**src/sv/pdds_pkg.sv**
```systemverilog
// ----------------------------------------------------------------------------
// pdds_pkg
// Shared types, constants and calendar helpers for the packed date block.
// ----------------------------------------------------------------------------
`default_nettype none

package pdds_pkg;

    localparam int YEAR_COUNT_DEF = 64;
    localparam int DN_W           = 15;
    localparam int REST_W         = 17;
    localparam int SEC_W          = 32;
    localparam int CLK_W          = 17;
    localparam int IN_W           = 80;
    localparam int OUT_W          = 80;

    localparam logic [16:0] SEC_PER_DAY = 17'(24 * 3600);

    typedef enum logic [1:0] {
        KIND_DAY_DIFF = 2'd0,
        KIND_ADD_DAYS = 2'd1,
        KIND_SEC_DIFF = 2'd2,
        KIND_NONE     = 2'd3
    } t_kind;

    typedef enum logic [3:0] {
        S_IDLE,
        S_DAYNUM,
        S_DAYDIFF,
        S_YEAR,
        S_MONTH,
        S_MUL1,
        S_MUL2,
        S_SECDIFF,
        S_DONE
    } t_state;

    typedef enum logic [1:0] {
        SUB_DAY,
        SUB_YEAR,
        SUB_MONTH,
        SUB_SEC
    } t_subsel;

    typedef struct packed {
        logic  in_fire;
        t_kind kind;
        logic  year_over;
        logic  borrow;
        logic  month_last;
        logic  out_free;
    } t_stat;

    typedef struct packed {
        logic    in_ready;
        logic    load_dn;
        t_subsel sub_sel;
        logic    day_fin;
        logic    year_step;
        logic    over_fin;
        logic    month_step;
        logic    date_fin;
        logic    mul_load;
        logic    mul_second;
        logic    sec_fin;
        logic    out_load;
    } t_ctrl;

    function automatic logic [3:0] clamp_month(input logic [3:0] m);
        logic [3:0] r;
        if (m == 4'd0) begin
            r = 4'd1;
        end else if (m > 4'd12) begin
            r = 4'd12;
        end else begin
            r = m;
        end
        return r;
    endfunction

    function automatic logic [4:0] month_len(input logic [3:0] m, input logic leap);
        logic [4:0] r;
        case (m) inside
            4'd2:                   r = leap ? 5'd29 : 5'd28;
            4'd4, 4'd6, 4'd9, 4'd11: r = 5'd30;
            default:                r = 5'd31;
        endcase
        return r;
    endfunction

    function automatic logic [8:0] cum_days(input logic [3:0] m, input logic leap);
        logic [8:0] r;
        case (m)
            4'd2:    r = 9'd31;
            4'd3:    r = 9'd59;
            4'd4:    r = 9'd90;
            4'd5:    r = 9'd120;
            4'd6:    r = 9'd151;
            4'd7:    r = 9'd181;
            4'd8:    r = 9'd212;
            4'd9:    r = 9'd243;
            4'd10:   r = 9'd273;
            4'd11:   r = 9'd304;
            4'd12:   r = 9'd334;
            default: r = 9'd0;
        endcase
        if (leap && (m > 4'd2)) begin
            r = r + 9'd1;
        end
        return r;
    endfunction

    function automatic logic [16:0] clock_sec(input logic [16:0] c);
        logic [16:0] h;
        logic [16:0] mi;
        h  = 17'(c[16:12]) * 17'd3600;
        mi = 17'(c[11:6]) * 17'd60;
        return h + mi + 17'(c[5:0]);
    endfunction

endpackage

`default_nettype wire

```
**src/sv/pdds_daynum.sv**
```systemverilog
// ----------------------------------------------------------------------------
// pdds_daynum
// Calendar day number of a date: whole years, whole months and day of month.
// ----------------------------------------------------------------------------
`default_nettype none

module pdds_daynum (
    input  wire logic [5:0]                 i_year,
    input  wire logic [3:0]                 i_month,
    input  wire logic [4:0]                 i_day,
    input  wire logic [1:0]                 i_phase,
    output logic      [pdds_pkg::DN_W-1:0]  o_dnum
);

    logic [3:0]  mc;
    logic        leap;
    logic [4:0]  mlen;
    logic [4:0]  dc;
    logic [7:0]  lead_hi;
    logic [7:0]  lead_lo;
    logic [15:0] base;
    logic [15:0] sum;

    always_comb begin
        mc   = pdds_pkg::clamp_month(i_month);
        leap = (2'(i_year[1:0] + i_phase) == 2'd0);
        mlen = pdds_pkg::month_len(mc, leap);
        if (i_day == 5'd0) begin
            dc = 5'd1;
        end else if (i_day > mlen) begin
            dc = mlen;
        end else begin
            dc = i_day;
        end
        lead_hi = (8'(i_year) + 8'(i_phase) + 8'd3) >> 2;
        lead_lo = (8'(i_phase) + 8'd3) >> 2;
        base    = 16'(i_year) * 16'd365 + 16'(lead_hi - lead_lo);
        sum     = base + 16'(pdds_pkg::cum_days(mc, leap)) + 16'(dc) - 16'd1;
        o_dnum  = sum[pdds_pkg::DN_W-1:0];
    end

endmodule

`default_nettype wire

```
**src/sv/pdds_sub.sv**
```systemverilog
// ----------------------------------------------------------------------------
// pdds_sub
// Shared subtract and compare unit for walks and differences.
// ----------------------------------------------------------------------------
`default_nettype none

module pdds_sub (
    input  wire logic [pdds_pkg::SEC_W-1:0] i_a,
    input  wire logic [pdds_pkg::SEC_W-1:0] i_b,
    output logic      [pdds_pkg::SEC_W-1:0] o_diff,
    output logic                            o_borrow
);

    logic [pdds_pkg::SEC_W:0] full;

    always_comb begin
        full     = {1'b0, i_a} - {1'b0, i_b};
        o_diff   = full[pdds_pkg::SEC_W-1:0];
        o_borrow = full[pdds_pkg::SEC_W];
    end

endmodule

`default_nettype wire

```
**src/sv/pdds_fsm.sv**
```systemverilog
// ----------------------------------------------------------------------------
// pdds_fsm
// Sequencer that steps the shared unit through one item's operation.
// ----------------------------------------------------------------------------
`default_nettype none

module pdds_fsm (
    input  wire logic            i_clk,
    input  wire logic            i_rst_n,
    input  wire pdds_pkg::t_stat i_stat,
    output pdds_pkg::t_ctrl      o_ctrl
);

    pdds_pkg::t_state r_state;
    pdds_pkg::t_state n_state;

    always_ff @(posedge i_clk) begin
        if (!i_rst_n) begin
            r_state <= pdds_pkg::S_IDLE;
        end else begin
            r_state <= n_state;
        end
    end

    always_comb begin
        n_state = r_state;
        unique case (r_state)
            pdds_pkg::S_IDLE: begin
                if (i_stat.in_fire) n_state = pdds_pkg::S_DAYNUM;
            end
            pdds_pkg::S_DAYNUM: begin
                unique case (i_stat.kind)
                    pdds_pkg::KIND_DAY_DIFF: n_state = pdds_pkg::S_DAYDIFF;
                    pdds_pkg::KIND_ADD_DAYS: n_state = pdds_pkg::S_YEAR;
                    pdds_pkg::KIND_SEC_DIFF: n_state = pdds_pkg::S_MUL1;
                    default:                 n_state = pdds_pkg::S_DONE;
                endcase
            end
            pdds_pkg::S_DAYDIFF: n_state = pdds_pkg::S_DONE;
            pdds_pkg::S_YEAR: begin
                if (i_stat.year_over) begin
                    n_state = pdds_pkg::S_DONE;
                end else if (i_stat.borrow) begin
                    n_state = pdds_pkg::S_MONTH;
                end
            end
            pdds_pkg::S_MONTH: begin
                if (i_stat.month_last || i_stat.borrow) n_state = pdds_pkg::S_DONE;
            end
            pdds_pkg::S_MUL1:    n_state = pdds_pkg::S_MUL2;
            pdds_pkg::S_MUL2:    n_state = pdds_pkg::S_SECDIFF;
            pdds_pkg::S_SECDIFF: n_state = pdds_pkg::S_DONE;
            pdds_pkg::S_DONE: begin
                if (i_stat.out_free) n_state = pdds_pkg::S_IDLE;
            end
            default: n_state = pdds_pkg::S_IDLE;
        endcase
    end

    always_comb begin
        o_ctrl = '0;
        o_ctrl.sub_sel = pdds_pkg::SUB_DAY;
        unique case (r_state)
            pdds_pkg::S_IDLE:    o_ctrl.in_ready = 1'b1;
            pdds_pkg::S_DAYNUM:  o_ctrl.load_dn  = 1'b1;
            pdds_pkg::S_DAYDIFF: o_ctrl.day_fin  = 1'b1;
            pdds_pkg::S_YEAR: begin
                o_ctrl.sub_sel   = pdds_pkg::SUB_YEAR;
                o_ctrl.over_fin  = i_stat.year_over;
                o_ctrl.year_step = !i_stat.year_over && !i_stat.borrow;
            end
            pdds_pkg::S_MONTH: begin
                o_ctrl.sub_sel    = pdds_pkg::SUB_MONTH;
                o_ctrl.date_fin   = i_stat.month_last || i_stat.borrow;
                o_ctrl.month_step = !i_stat.month_last && !i_stat.borrow;
            end
            pdds_pkg::S_MUL1: o_ctrl.mul_load = 1'b1;
            pdds_pkg::S_MUL2: begin
                o_ctrl.mul_load   = 1'b1;
                o_ctrl.mul_second = 1'b1;
            end
            pdds_pkg::S_SECDIFF: begin
                o_ctrl.sub_sel = pdds_pkg::SUB_SEC;
                o_ctrl.sec_fin = 1'b1;
            end
            pdds_pkg::S_DONE: o_ctrl.out_load = i_stat.out_free;
            default: o_ctrl.in_ready = 1'b0;
        endcase
    end

endmodule

`default_nettype wire

```
**src/sv/packed_date_day_and_second_arith.sv**
```systemverilog
// ----------------------------------------------------------------------------
// packed_date_day_and_second_arith
// Day difference, add days and second difference on packed calendar dates.
// ----------------------------------------------------------------------------
// One item is worked at a time; o_tready is high only while the sequencer is
// idle, and a finished result waits in the output register while the next
// item is taken. A day difference subtracts the two day numbers, a second
// difference uses one shared multiplier twice, then the shared subtractor,
// and add days walks whole years and then whole months: the shared
// subtractor takes off one year or one month per cycle. A date past the
// last year ends the walk once YEAR_COUNT years are walked. A finished
// result waits in the sequencer until the previous one leaves the output
// register. Kind 3 gives an all-zero result.
`default_nettype none

module packed_date_day_and_second_arith #(
    parameter int YEAR_COUNT = pdds_pkg::YEAR_COUNT_DEF
) (
    input  wire logic                        i_clk,
    input  wire logic                        i_rst_n,
    input  wire logic                        i_cfg_valid,
    output logic                             o_cfg_ready,
    input  wire logic [1:0]                  i_cfg_data,   // leap_phase
    input  wire logic                        i_tvalid,
    output logic                             o_tready,
    // first_year, first_month, first_day, first_clock, second_year,
    // second_month, second_day, second_clock, day_count
    input  wire logic [pdds_pkg::IN_W-1:0]   i_tdata,
    input  wire logic [1:0]                  i_tuser,      // kind
    output logic                             o_tvalid,
    input  wire logic                        i_tready,
    // day_diff, sec_diff, result_year, result_month, result_day, result_clock
    output logic      [pdds_pkg::OUT_W-1:0]  o_tdata,
    output logic      [0:0]                  o_tuser       // out_of_range
);

    localparam int YW = $clog2(YEAR_COUNT + 1);

    pdds_pkg::t_stat stat;
    pdds_pkg::t_ctrl ctrl;

    logic [1:0]                  r_phase;
    pdds_pkg::t_kind             r_kind;
    logic [5:0]                  r_f_year;
    logic [3:0]                  r_f_month;
    logic [4:0]                  r_f_day;
    logic [pdds_pkg::CLK_W-1:0]  r_f_clock;
    logic [5:0]                  r_s_year;
    logic [3:0]                  r_s_month;
    logic [4:0]                  r_s_day;
    logic [pdds_pkg::CLK_W-1:0]  r_s_clock;
    logic [15:0]                 r_count;
    logic [pdds_pkg::DN_W-1:0]   r_n1;
    logic [pdds_pkg::DN_W-1:0]   r_n2;
    logic [pdds_pkg::REST_W-1:0] r_rest;
    logic [YW-1:0]               r_y;
    logic [1:0]                  r_yph;
    logic [3:0]                  r_m;
    logic [pdds_pkg::SEC_W-1:0]  r_s1;
    logic [pdds_pkg::SEC_W-1:0]  r_s2;
    logic [15:0]                 r_day_diff;
    logic [pdds_pkg::SEC_W-1:0]  r_sec_diff;
    logic [5:0]                  r_res_year;
    logic [3:0]                  r_res_month;
    logic [4:0]                  r_res_day;
    logic [pdds_pkg::CLK_W-1:0]  r_res_clock;
    logic                        r_res_oor;
    logic                        r_out_valid;
    logic [pdds_pkg::OUT_W-1:0]  r_o_tdata;
    logic                        r_o_oor;

    logic [pdds_pkg::DN_W-1:0]   dn1;
    logic [pdds_pkg::DN_W-1:0]   dn2;
    logic                        leap_y;
    logic [8:0]                  ylen;
    logic [4:0]                  mlen;
    logic [pdds_pkg::SEC_W-1:0]  sub_a;
    logic [pdds_pkg::SEC_W-1:0]  sub_b;
    logic [pdds_pkg::SEC_W-1:0]  sub_diff;
    logic                        sub_borrow;
    logic [pdds_pkg::SEC_W-1:0]  prod;

    pdds_daynum u_dn1 (
        .i_year  (r_f_year),
        .i_month (r_f_month),
        .i_day   (r_f_day),
        .i_phase (r_phase),
        .o_dnum  (dn1)
    );

    pdds_daynum u_dn2 (
        .i_year  (r_s_year),
        .i_month (r_s_month),
        .i_day   (r_s_day),
        .i_phase (r_phase),
        .o_dnum  (dn2)
    );

    pdds_sub u_sub (
        .i_a      (sub_a),
        .i_b      (sub_b),
        .o_diff   (sub_diff),
        .o_borrow (sub_borrow)
    );

    pdds_fsm u_fsm (
        .i_clk   (i_clk),
        .i_rst_n (i_rst_n),
        .i_stat  (stat),
        .o_ctrl  (ctrl)
    );

    always_comb begin
        leap_y = (r_yph == 2'd0);
        ylen   = leap_y ? 9'd366 : 9'd365;
        mlen   = pdds_pkg::month_len(r_m, leap_y);
        case (ctrl.sub_sel)
            pdds_pkg::SUB_YEAR: begin
                sub_a = 32'(r_rest);
                sub_b = 32'(ylen);
            end
            pdds_pkg::SUB_MONTH: begin
                sub_a = 32'(r_rest);
                sub_b = 32'(mlen);
            end
            pdds_pkg::SUB_SEC: begin
                sub_a = r_s2;
                sub_b = r_s1;
            end
            default: begin
                sub_a = 32'(r_n2);
                sub_b = 32'(r_n1);
            end
        endcase
        if (ctrl.mul_second) begin
            prod = 32'(r_n2) * 32'(pdds_pkg::SEC_PER_DAY)
                 + 32'(pdds_pkg::clock_sec(r_s_clock));
        end else begin
            prod = 32'(r_n1) * 32'(pdds_pkg::SEC_PER_DAY)
                 + 32'(pdds_pkg::clock_sec(r_f_clock));
        end
    end

    always_comb begin
        stat.in_fire    = i_tvalid && ctrl.in_ready;
        stat.kind       = r_kind;
        stat.year_over  = (r_y >= YW'(YEAR_COUNT));
        stat.borrow     = sub_borrow;
        stat.month_last = (r_m == 4'd12);
        stat.out_free   = !r_out_valid || i_tready;
    end

    always_ff @(posedge i_clk) begin
        if (!i_rst_n) begin
            r_phase <= 2'd0;
        end else if (i_cfg_valid) begin
            r_phase <= i_cfg_data;
        end
    end

    always_ff @(posedge i_clk) begin
        if (stat.in_fire) begin
            r_kind    <= pdds_pkg::t_kind'(i_tuser);
            r_f_year  <= i_tdata[5:0];
            r_f_month <= i_tdata[9:6];
            r_f_day   <= i_tdata[14:10];
            r_f_clock <= i_tdata[31:15];
            r_s_year  <= i_tdata[37:32];
            r_s_month <= i_tdata[41:38];
            r_s_day   <= i_tdata[46:42];
            r_s_clock <= i_tdata[63:47];
            r_count   <= i_tdata[79:64];
        end
        if (ctrl.load_dn) begin
            r_n1        <= dn1;
            r_n2        <= dn2;
            r_rest      <= 17'(dn1) + 17'(r_count);
            r_y         <= '0;
            r_yph       <= r_phase;
            r_m         <= 4'd1;
            r_day_diff  <= '0;
            r_sec_diff  <= '0;
            r_res_year  <= '0;
            r_res_month <= '0;
            r_res_day   <= '0;
            r_res_clock <= '0;
            r_res_oor   <= 1'b0;
        end
        if (ctrl.day_fin) begin
            if (sub_borrow) begin
                r_day_diff <= '0;
            end else if (sub_diff[31:16] != 16'd0) begin
                r_day_diff <= 16'hffff;
            end else begin
                r_day_diff <= sub_diff[15:0];
            end
        end
        if (ctrl.year_step) begin
            r_rest <= sub_diff[pdds_pkg::REST_W-1:0];
            r_y    <= r_y + YW'(1);
            r_yph  <= r_yph + 2'd1;
        end
        if (ctrl.over_fin) begin
            r_res_year  <= 6'(YEAR_COUNT - 1);
            r_res_month <= 4'd12;
            r_res_day   <= 5'd31;
            r_res_clock <= r_f_clock;
            r_res_oor   <= 1'b1;
        end
        if (ctrl.month_step) begin
            r_rest <= sub_diff[pdds_pkg::REST_W-1:0];
            r_m    <= r_m + 4'd1;
        end
        if (ctrl.date_fin) begin
            r_res_year  <= 6'(r_y);
            r_res_month <= r_m;
            r_res_day   <= 5'(r_rest + 17'd1);
            r_res_clock <= r_f_clock;
            r_res_oor   <= 1'b0;
        end
        if (ctrl.mul_load) begin
            if (ctrl.mul_second) begin
                r_s2 <= prod;
            end else begin
                r_s1 <= prod;
            end
        end
        if (ctrl.sec_fin) begin
            r_sec_diff <= sub_borrow ? '0 : sub_diff;
        end
        if (ctrl.out_load) begin
            r_o_tdata <= {r_res_clock, r_res_day, r_res_month, r_res_year,
                          r_sec_diff, r_day_diff};
            r_o_oor   <= r_res_oor;
        end
    end

    always_ff @(posedge i_clk) begin
        if (!i_rst_n) begin
            r_out_valid <= 1'b0;
        end else if (ctrl.out_load) begin
            r_out_valid <= 1'b1;
        end else if (i_tready) begin
            r_out_valid <= 1'b0;
        end
    end

    assign o_cfg_ready = 1'b1;
    assign o_tready    = ctrl.in_ready;
    assign o_tvalid    = r_out_valid;
    assign o_tdata     = r_o_tdata;
    assign o_tuser     = r_o_oor;

endmodule

`default_nettype wire

```
**config.mk**
```make
export PLATFORM = sky130hd
export DESIGN_NAME = packed_date_day_and_second_arith
export DESIGN_NICKNAME = d
export VERILOG_FILES = /design/src/sv/pdds_pkg.sv /design/src/sv/pdds_daynum.sv /design/src/sv/pdds_sub.sv /design/src/sv/pdds_fsm.sv /design/src/sv/packed_date_day_and_second_arith.sv
export SDC_FILE = /design/constraint.sdc
export NUM_CORES = 1
export LEC_CHECK = 0
export ABC_CLOCK_PERIOD_IN_PS = 7500
export BUFFER_PORTS_ARGS = -buffer_cell sky130_fd_sc_hd__buf_2
export CAP_MARGIN = 5
export CORE_ASPECT_RATIO = 1.75
export CORE_MARGIN = 10
export CORE_UTILIZATION = 34
export CTS_BUF_LIST = sky130_fd_sc_hd__clkbuf_8
export DETAILED_ROUTE_END_ITERATION = 7
export GPL_TIMING_DRIVEN = 0
export PLACE_DENSITY = 0.47
export SLEW_MARGIN = 20
export SYNTH_ARGS = -nofsm -noshare
export SYNTH_HDL_FRONTEND = slang
export SYNTH_HIERARCHICAL = 1
export SYNTH_SLANG_ARGS = --single-unit
```
**constraint.sdc**
```tcl
create_clock -name i_clk -period 7.5 [get_ports i_clk]
set_input_delay 0.75 -clock i_clk [delete_from_list [all_inputs] [get_ports i_clk]]
set_output_delay 0.75 -clock i_clk [all_outputs]
set_load 0.05 [all_outputs]
```
# Word-level counts from Yosys, hierarchy flattened
# Memories as Yosys holds them, arrays and structs flattened.
# Index checks and enable logic that the tools add are counted.
[totals]
elab_cells = 222
memories = 2
romBits = 288
register_bits = 375
latch_bits = 0
in_bits = 89
ramBits = 0
[memory_table]
columns = ["name", "words", "width", "rd", "rd_ports_with_merged_regs", "write_ports", "line_no", "rtl"]
rows = [
  ["(name not given)", 16, 9, 1, 0, 0, "pdds_pkg.sv:93", "case (m)"],
  ["(name not given)", 16, 9, 1, 0, 0, "pdds_pkg.sv:93", ""],
]
[classes]
mul = 8
muxes = 72
n_lt_le_gt_ge = 7
n_reduce_logical = 38
shifts = 0
eq_ne = 33
addsub = 31
bitwise_logic = 1
n_div = 0
[ops]
columns = ["operator", "count"]
rows = [
  ["2-to-1 mux 32 bit", 4],
  ["2-to-1 mux 17 bit", 6],
  ["one-hot mux 32 bit (3 select lines)", 1],
  ["adder 32 x 17 -> 32 bit", 2],
  ["2-to-1 mux 16 bit", 4],
  ["one-hot mux 32 bit (2 select lines)", 1],
  ["2-to-1 mux 4 bit", 14],
  ["multiplier 15 x 10 -> 25 bit, second input constant", 2],
  ["2-to-1 mux 5 bit", 10],
  ["== test 4 x 3 -> 1 bit, second input constant", 10],
  ["adder 17 x 12 -> 17 bit", 2],
  ["adder 17 x 6 -> 17 bit", 2],
  ["subtractor 32 x 32 -> 33 bit", 1],
  ["== test 4 bit, second input constant", 8],
  ["one-hot mux 4 bit (8 select lines)", 1],
  ["adder 15 bit", 2],
  ["adder 15 x 5 -> 15 bit", 2],
  ["adder 15 x 9 -> 15 bit", 2],
  ["multiplier 6 x 9 -> 15 bit, second input constant", 2],
  ["subtractor 15 x 1 -> 15 bit, second input constant", 2],
  ["multiplier 5 x 8 -> 13 bit, second input constant", 2],
  ["== test 4 x 2 -> 1 bit, second input constant", 5],
  ["multiplier 6 x 4 -> 10 bit, second input constant", 2],
  ["adder 9 x 1 -> 9 bit, second input constant", 2],
  ["other kinds (41)", 101],
]

# Depth between registers and ports, before layout
[depth]
depth_word = 16
mapped_depth = 39

# By module
# Netlist, hierarchy kept.
[by_module_without_submodules]
columns = ["mod", "instances", "cells_per_inst", "area_per_inst_um2"]
rows = [
  ["packed_date_day_and_second_arith", 1, 2120, 24409.7],
  ["pdds_daynum (u_dn1)", 1, 342, 2902.8],
  ["pdds_daynum (u_dn2)", 1, 336, 2879.0],
  ["pdds_sub", 1, 301, 1979.4],
  ["pdds_fsm", 1, 60, 476.7],
]

# Worst setup path before layout
# Ideal clock, no wire load.
[synth_timing]
kind = "reg2reg"
from = "reg r_f_month[2]"
to = "reg r_rest[15] (netlist name), data pin"
t_arrival_ps = 7260
stages_incl_launch_ff = 36
setup_ps = 268
period_less_slack_ps = 7528
required_ps = 7232
setup_slack_ps = -28
n_path_buf = 2
path_cell_list = "edfxtp_1 -> buf_2 -> buf_2 -> nor2_1 -> nor2_1 -> o22ai_1 -> inv_1 -> ha_1 -> nand2b_1 -> a211oi_2 -> nand2_1 -> nor3b_2 -> xor2_1 -> fa_1 -> ha_1 -> inv_1 -> fa_1 -> inv_1 -> fa_1 -> inv_1 -> fa_1 -> inv_1 -> ha_1 -> nand3_1 -> nor2_1 -> or2_2 -> a31o_2 -> xor2_1 -> ha_1 -> and3_1 -> nand3_1 -> and4_1 -> o311ai_0 -> a21oi_1 -> xor2_1 -> o21ai_0"
[synth_via]
elab_chain_len = 16
[synth_lines]
columns = ["element", "line_no", "rtl"]
rows = [
  ["start: declaration", "packed_date_day_and_second_arith.sv:45", "logic [3:0] r_f_month;"],
  ["start signal: assignment", "packed_date_day_and_second_arith.sv:165", "r_f_month <= i_tdata[9:6];"],
  ["greater-than comparator 4 bit", "pdds_pkg.sv:73", "end else if (m > 4'd12) begin"],
  ["2-to-1 mux 4 bit", "pdds_pkg.sv:73", ""],
  ["2-to-1 mux 4 bit *", "pdds_pkg.sv:71", "if (m == 4'd0) begin"],
  ["parallel branches: the longest is 7 deep, another holds adder 15 x 9 -> 15 bit", "-", ""],
  ["adder 15 x 5 -> 15 bit *", "pdds_daynum.sv:38", "sum = base + 16'(pdds_pkg::cum_days(mc, leap)) + 16'(dc) - 16'd1;"],
  ["subtractor 15 x 1 -> 15 bit *", "pdds_daynum.sv:38", ""],
  ["via dn1 (one bit)", "packed_date_day_and_second_arith.sv:72", "logic [pdds_pkg::DN_W-1:0] dn1;"],
  ["adder 15 x 16 -> 17 bit *", "packed_date_day_and_second_arith.sv:177", "r_rest <= 17'(dn1) + 17'(r_count);"],
  ["2-to-1 mux 17 bit *", "packed_date_day_and_second_arith.sv:174", "if (ctrl.load_dn) begin"],
  ["2-to-1 mux 17 bit *", "packed_date_day_and_second_arith.sv:198", "if (ctrl.year_step) begin"],
  ["2-to-1 mux 17 bit *", "packed_date_day_and_second_arith.sv:210", "if (ctrl.month_step) begin"],
  ["end signal: assignment", "packed_date_day_and_second_arith.sv:177", ""],
  ["end signal: assignment", "packed_date_day_and_second_arith.sv:199", "r_rest <= sub_diff[pdds_pkg::REST_W-1:0];"],
  ["end signal: assignment", "packed_date_day_and_second_arith.sv:211", "r_rest <= sub_diff[pdds_pkg::REST_W-1:0];"],
  ["end: declaration", "packed_date_day_and_second_arith.sv:55", "logic [pdds_pkg::REST_W-1:0] r_rest;"],
]
# Mark *: on every way through the listed nets, which the timed path passes. The select of a mux whose other input is x is not followed.
# A chain may end at the register's enable or synchronous reset.

# Worst setup path after layout
# Same ends and word-level chain as after synthesis.

==> qor.yml <==
required_ns: 7.93
post_route_cells_drive_above_1_share: 0.156
die_h_um: 430
timing.rr.start: "r_f_month[2]"
detail-route-antenna-nets: 0
worst_path_most_repeated_cell: "sky130_fd_sc_hd__fa_1"
hold_sp: "i_tdata[47]"
fp.dieW_um: 254
worst_setup_path_start_kind: "flop"
synth_area_leader_cell: "sky130_fd_sc_hd__edfxtp_1"
syn_nets: 3887
cts-root-to-sink-buffers: 3
first_global_vias: 24300
tritoncts.num_buffers: 60
tritoncts_num_sinks: 375
yosysWarningCount: 6
htreeDepth: 2
global_route.usage.met2: 0.314
detailedPlacementHpwl_um: 71000
drv.max_cap_violation_count: 0
grt_antenna_before_repair: 1
post-route-cell-area_um2: 37900
worst-path-max-fanout: 6
gate_count_after_technology_mapping: 3159
first_iter_violations: 951
fin_skew_ns: 0.0433
report.final.setup_viol: 0
slew_viol_final: 0
detail_route.wirelength_um: 85400
cts.reportedPaths.clkPinSlew_ns: 0.07
hold-path-cell-count: 1
core_region_area_um2: 95300
grt_pass1_wl_um: 133000
hold_ws_ns: 0.202
cts_tree: "done"
worst-setup-path-type: "reg2reg"
clk_latency_ns: 0.73
vias_cell: 4.85
yosysUniqueCellTypes: 98
grt.total_usage: 0.156
worst-slew-pin-transition_ns: 1.03
number_of_placed_cells_counting_well_taps: 4556
instances_no_fill: 4729
drc: 0
nets: 4192
timing.critical_path.slowest_stage_cell: "sky130_fd_sc_hd__fa_1"
final_common_cell: "sky130_fd_sc_hd__inv_1"
cts.hold.buffers_added: 0
post_synthesis_area_per_instance_um2: 10.3
post_synthesis_instance_area_um2: 32600
timing_hold_violations_final: 0
timing.critical_path.arrival_ns: 7.92
synthesis_stage_register_bit_count: 375
grtUsageMet3: 0.0191
pin_count_of_the_biggest_net_entering_global_routing: 50
route.vias.total: 23000
numPortBuffers: 171
synth_enable_flop_cells: 367
rsz0062_at_grt: "yes"
synth_top_cell_area_share: 0.338
post-route-period-util: 0.999
hold_path_end: "r_s_clock[0]"
crit_path_end_kind: "flop"
layout_overhead_on_the_synthesized_area_pct: 16.0
post_dp_cell_area_um2: 35200
io-pin-count: 173
post_synth_main_area_contributors: "sky130_fd_sc_hd__edfxtp_1 34%, sky130_fd_sc_hd__ha_1 18%, sky130_fd_sc_hd__fa_1 10%"
rows: 150
period_minus_slack_ns: 7.49
die_area_um2: 109000
max_freq_ghz: 0.134
commonest_non_fill_non_tap_cells_in_the_layout: "532 x sky130_fd_sc_hd__inv_1, 442 x sky130_fd_sc_hd__ha_1, 367 x sky130_fd_sc_hd__edfxtp_1"
crit_path_max_incr_delay_ns: 0.54
groute.layer.met1.usage: 0.164
globalRoute.totalOverflow: 0
hp-class: "in2reg"
gpl.final_weighted_congestion: 0.868
timing.reg2reg.worst_path_depth: 32
timing.slew.headroom: 0.315
cts_root_buffer_type: "sky130_fd_sc_hd__clkbuf_8"
first_pass_iters: 7
routed_wire_length_per_instance_um: 18.1
global_route.peak_usage_layer: "met2"
worst_r2r_endpoint: "r_rest[15]"
primary_flip_flop_cell_chosen_by_synthesis_mapping: "sky130_fd_sc_hd__edfxtp_1"
synth-seq-area-share: 0.342
timing.reg2reg.setup_slack_ns: 0.01
initial_utilization: 0.342
synthArstFlopShare: 0
run_status: "complete, no violations"
## worst max path at each step
stage | startpoint | cells past startpoint | endpoint
2_1_floorplan | r_f_month[2] | 35 | r_rest[15]
3_3_place_gp | r_phase[0] | 28 | r_rest[15]
6_report | r_f_month[2] | 32 | r_rest[15]
5_1_grt | r_f_month[2] | 36 | r_rest[15]
3_5_place_dp | r_phase[0] | 28 | r_rest[15]
4_1_cts | r_f_month[2] | 32 | r_rest[15]
## routing by layer
| metal | up-vias | part of all wire |
|---|---|---|
| li1 | 11500 | - |
| met1 | 11000 | 0.37 |
| met2 | 321 | 0.57 |
| met3 | 109 | 0.032 |
| met4 | 0 | 0.027 |
| met5 | - | 0 |
## critical path, delay by kind of cell (launching register included)
family	cells	cell delay [ns]
multiplexers	1	0.20
flip-flops	1	0.42
XOR/XNOR	2	0.43
AO/OA/AOI/OAI	10	1.71
buffers and inverters	4	0.45
AND/OR/NAND/NOR	7	0.97
adder cells (fa/ha/maj)	8	3.03
## stage by stage
stage	worst slack (ns)	TNS, ns	utilization
after floorplan	0.00600	0	-
after global placement	-1.10	-25.49	0.367
after detailed placement	-1.15	-9.16	0.369
after CTS	-0.114	-0.301	0.390
after global routing	-0.318	-1.02	0.397
final	0.0112	0	0.397
## logic make-up (layout without fill, tap and decap cells)
family	Yosys count	count (layout)	share of synthesized area
other cells	1	2	0.000115
compound gates	589	589	0.121
flops	375	375	0.342
xor+xnor	224	224	0.0606
mux	35	35	0.0113
simple gates	693	693	0.110
buf+inv	603	956	0.0708
fa+ha+maj	639	639	0.284
## flip-flops by register name, summed over array words and instances, names as in the netlist, 6 cells and up
register     count
r_f_clock       17
r_s_year         6
r_f_year         6
r_n1            15
r_y              7
r_n2            15
o_tdata         80
r_day_diff      16
r_s_clock       17
r_res_year       6
r_res_clock     17
r_rest          17
r_count         16
r_s1            32
r_s2            32
r_sec_diff      32
## Yosys cell counts, types with 14 or more instances
library cell / instances
sky130_fd_sc_hd__inv_1: 528
sky130_fd_sc_hd__ha_1: 469
sky130_fd_sc_hd__edfxtp_1: 367
sky130_fd_sc_hd__a21oi_1: 184
sky130_fd_sc_hd__fa_1: 170
sky130_fd_sc_hd__nand2_1: 166
sky130_fd_sc_hd__nor2_1: 165
sky130_fd_sc_hd__xnor2_1: 147
sky130_fd_sc_hd__o21ai_0: 107
sky130_fd_sc_hd__and2_1: 90
sky130_fd_sc_hd__xor2_1: 75
sky130_fd_sc_hd__clkbuf_1: 53
sky130_fd_sc_hd__nand3_1: 50
sky130_fd_sc_hd__a21o_1: 46
sky130_fd_sc_hd__o21bai_1: 34
sky130_fd_sc_hd__nor2b_1: 33
sky130_fd_sc_hd__nor3_1: 32
sky130_fd_sc_hd__nand2b_1: 31
sky130_fd_sc_hd__and3_1: 22
sky130_fd_sc_hd__a211oi_1: 21
sky130_fd_sc_hd__mux2i_1: 21
sky130_fd_sc_hd__o31ai_1: 21
sky130_fd_sc_hd__o21a_1: 17
sky130_fd_sc_hd__or2_2: 17
sky130_fd_sc_hd__a31oi_1: 14
sky130_fd_sc_hd__buf_2: 14
sky130_fd_sc_hd__mux2_2: 14
## cell type report
| class | count | area [µm²] |
|---|---|---|
| antenna | 1 | 2.50 |
| buffer | 73 | 339 |
| timing repair buffer | 244 | 1530 |
| clock inverter | 50 | 435 |
| sequential | 375 | 11200 |
| clock buffer | 60 | 826 |
| tap | 1216 | 1520 |
| multi-input combinational | 2181 | 20000 |
| fill | 9557 | 57500 |
| inverter | 529 | 1990 |
## timing repair
item                       4_1_cts  5_1_grt
setup buffers                   48       19
setup endpoints to repair       42       70
pin swaps                       37       62
gates resized for setup         74      103
Power is left out: the tool's default activity adds up to more than one toggle a clock period on the data nets, which glitch-free logic cannot reach.
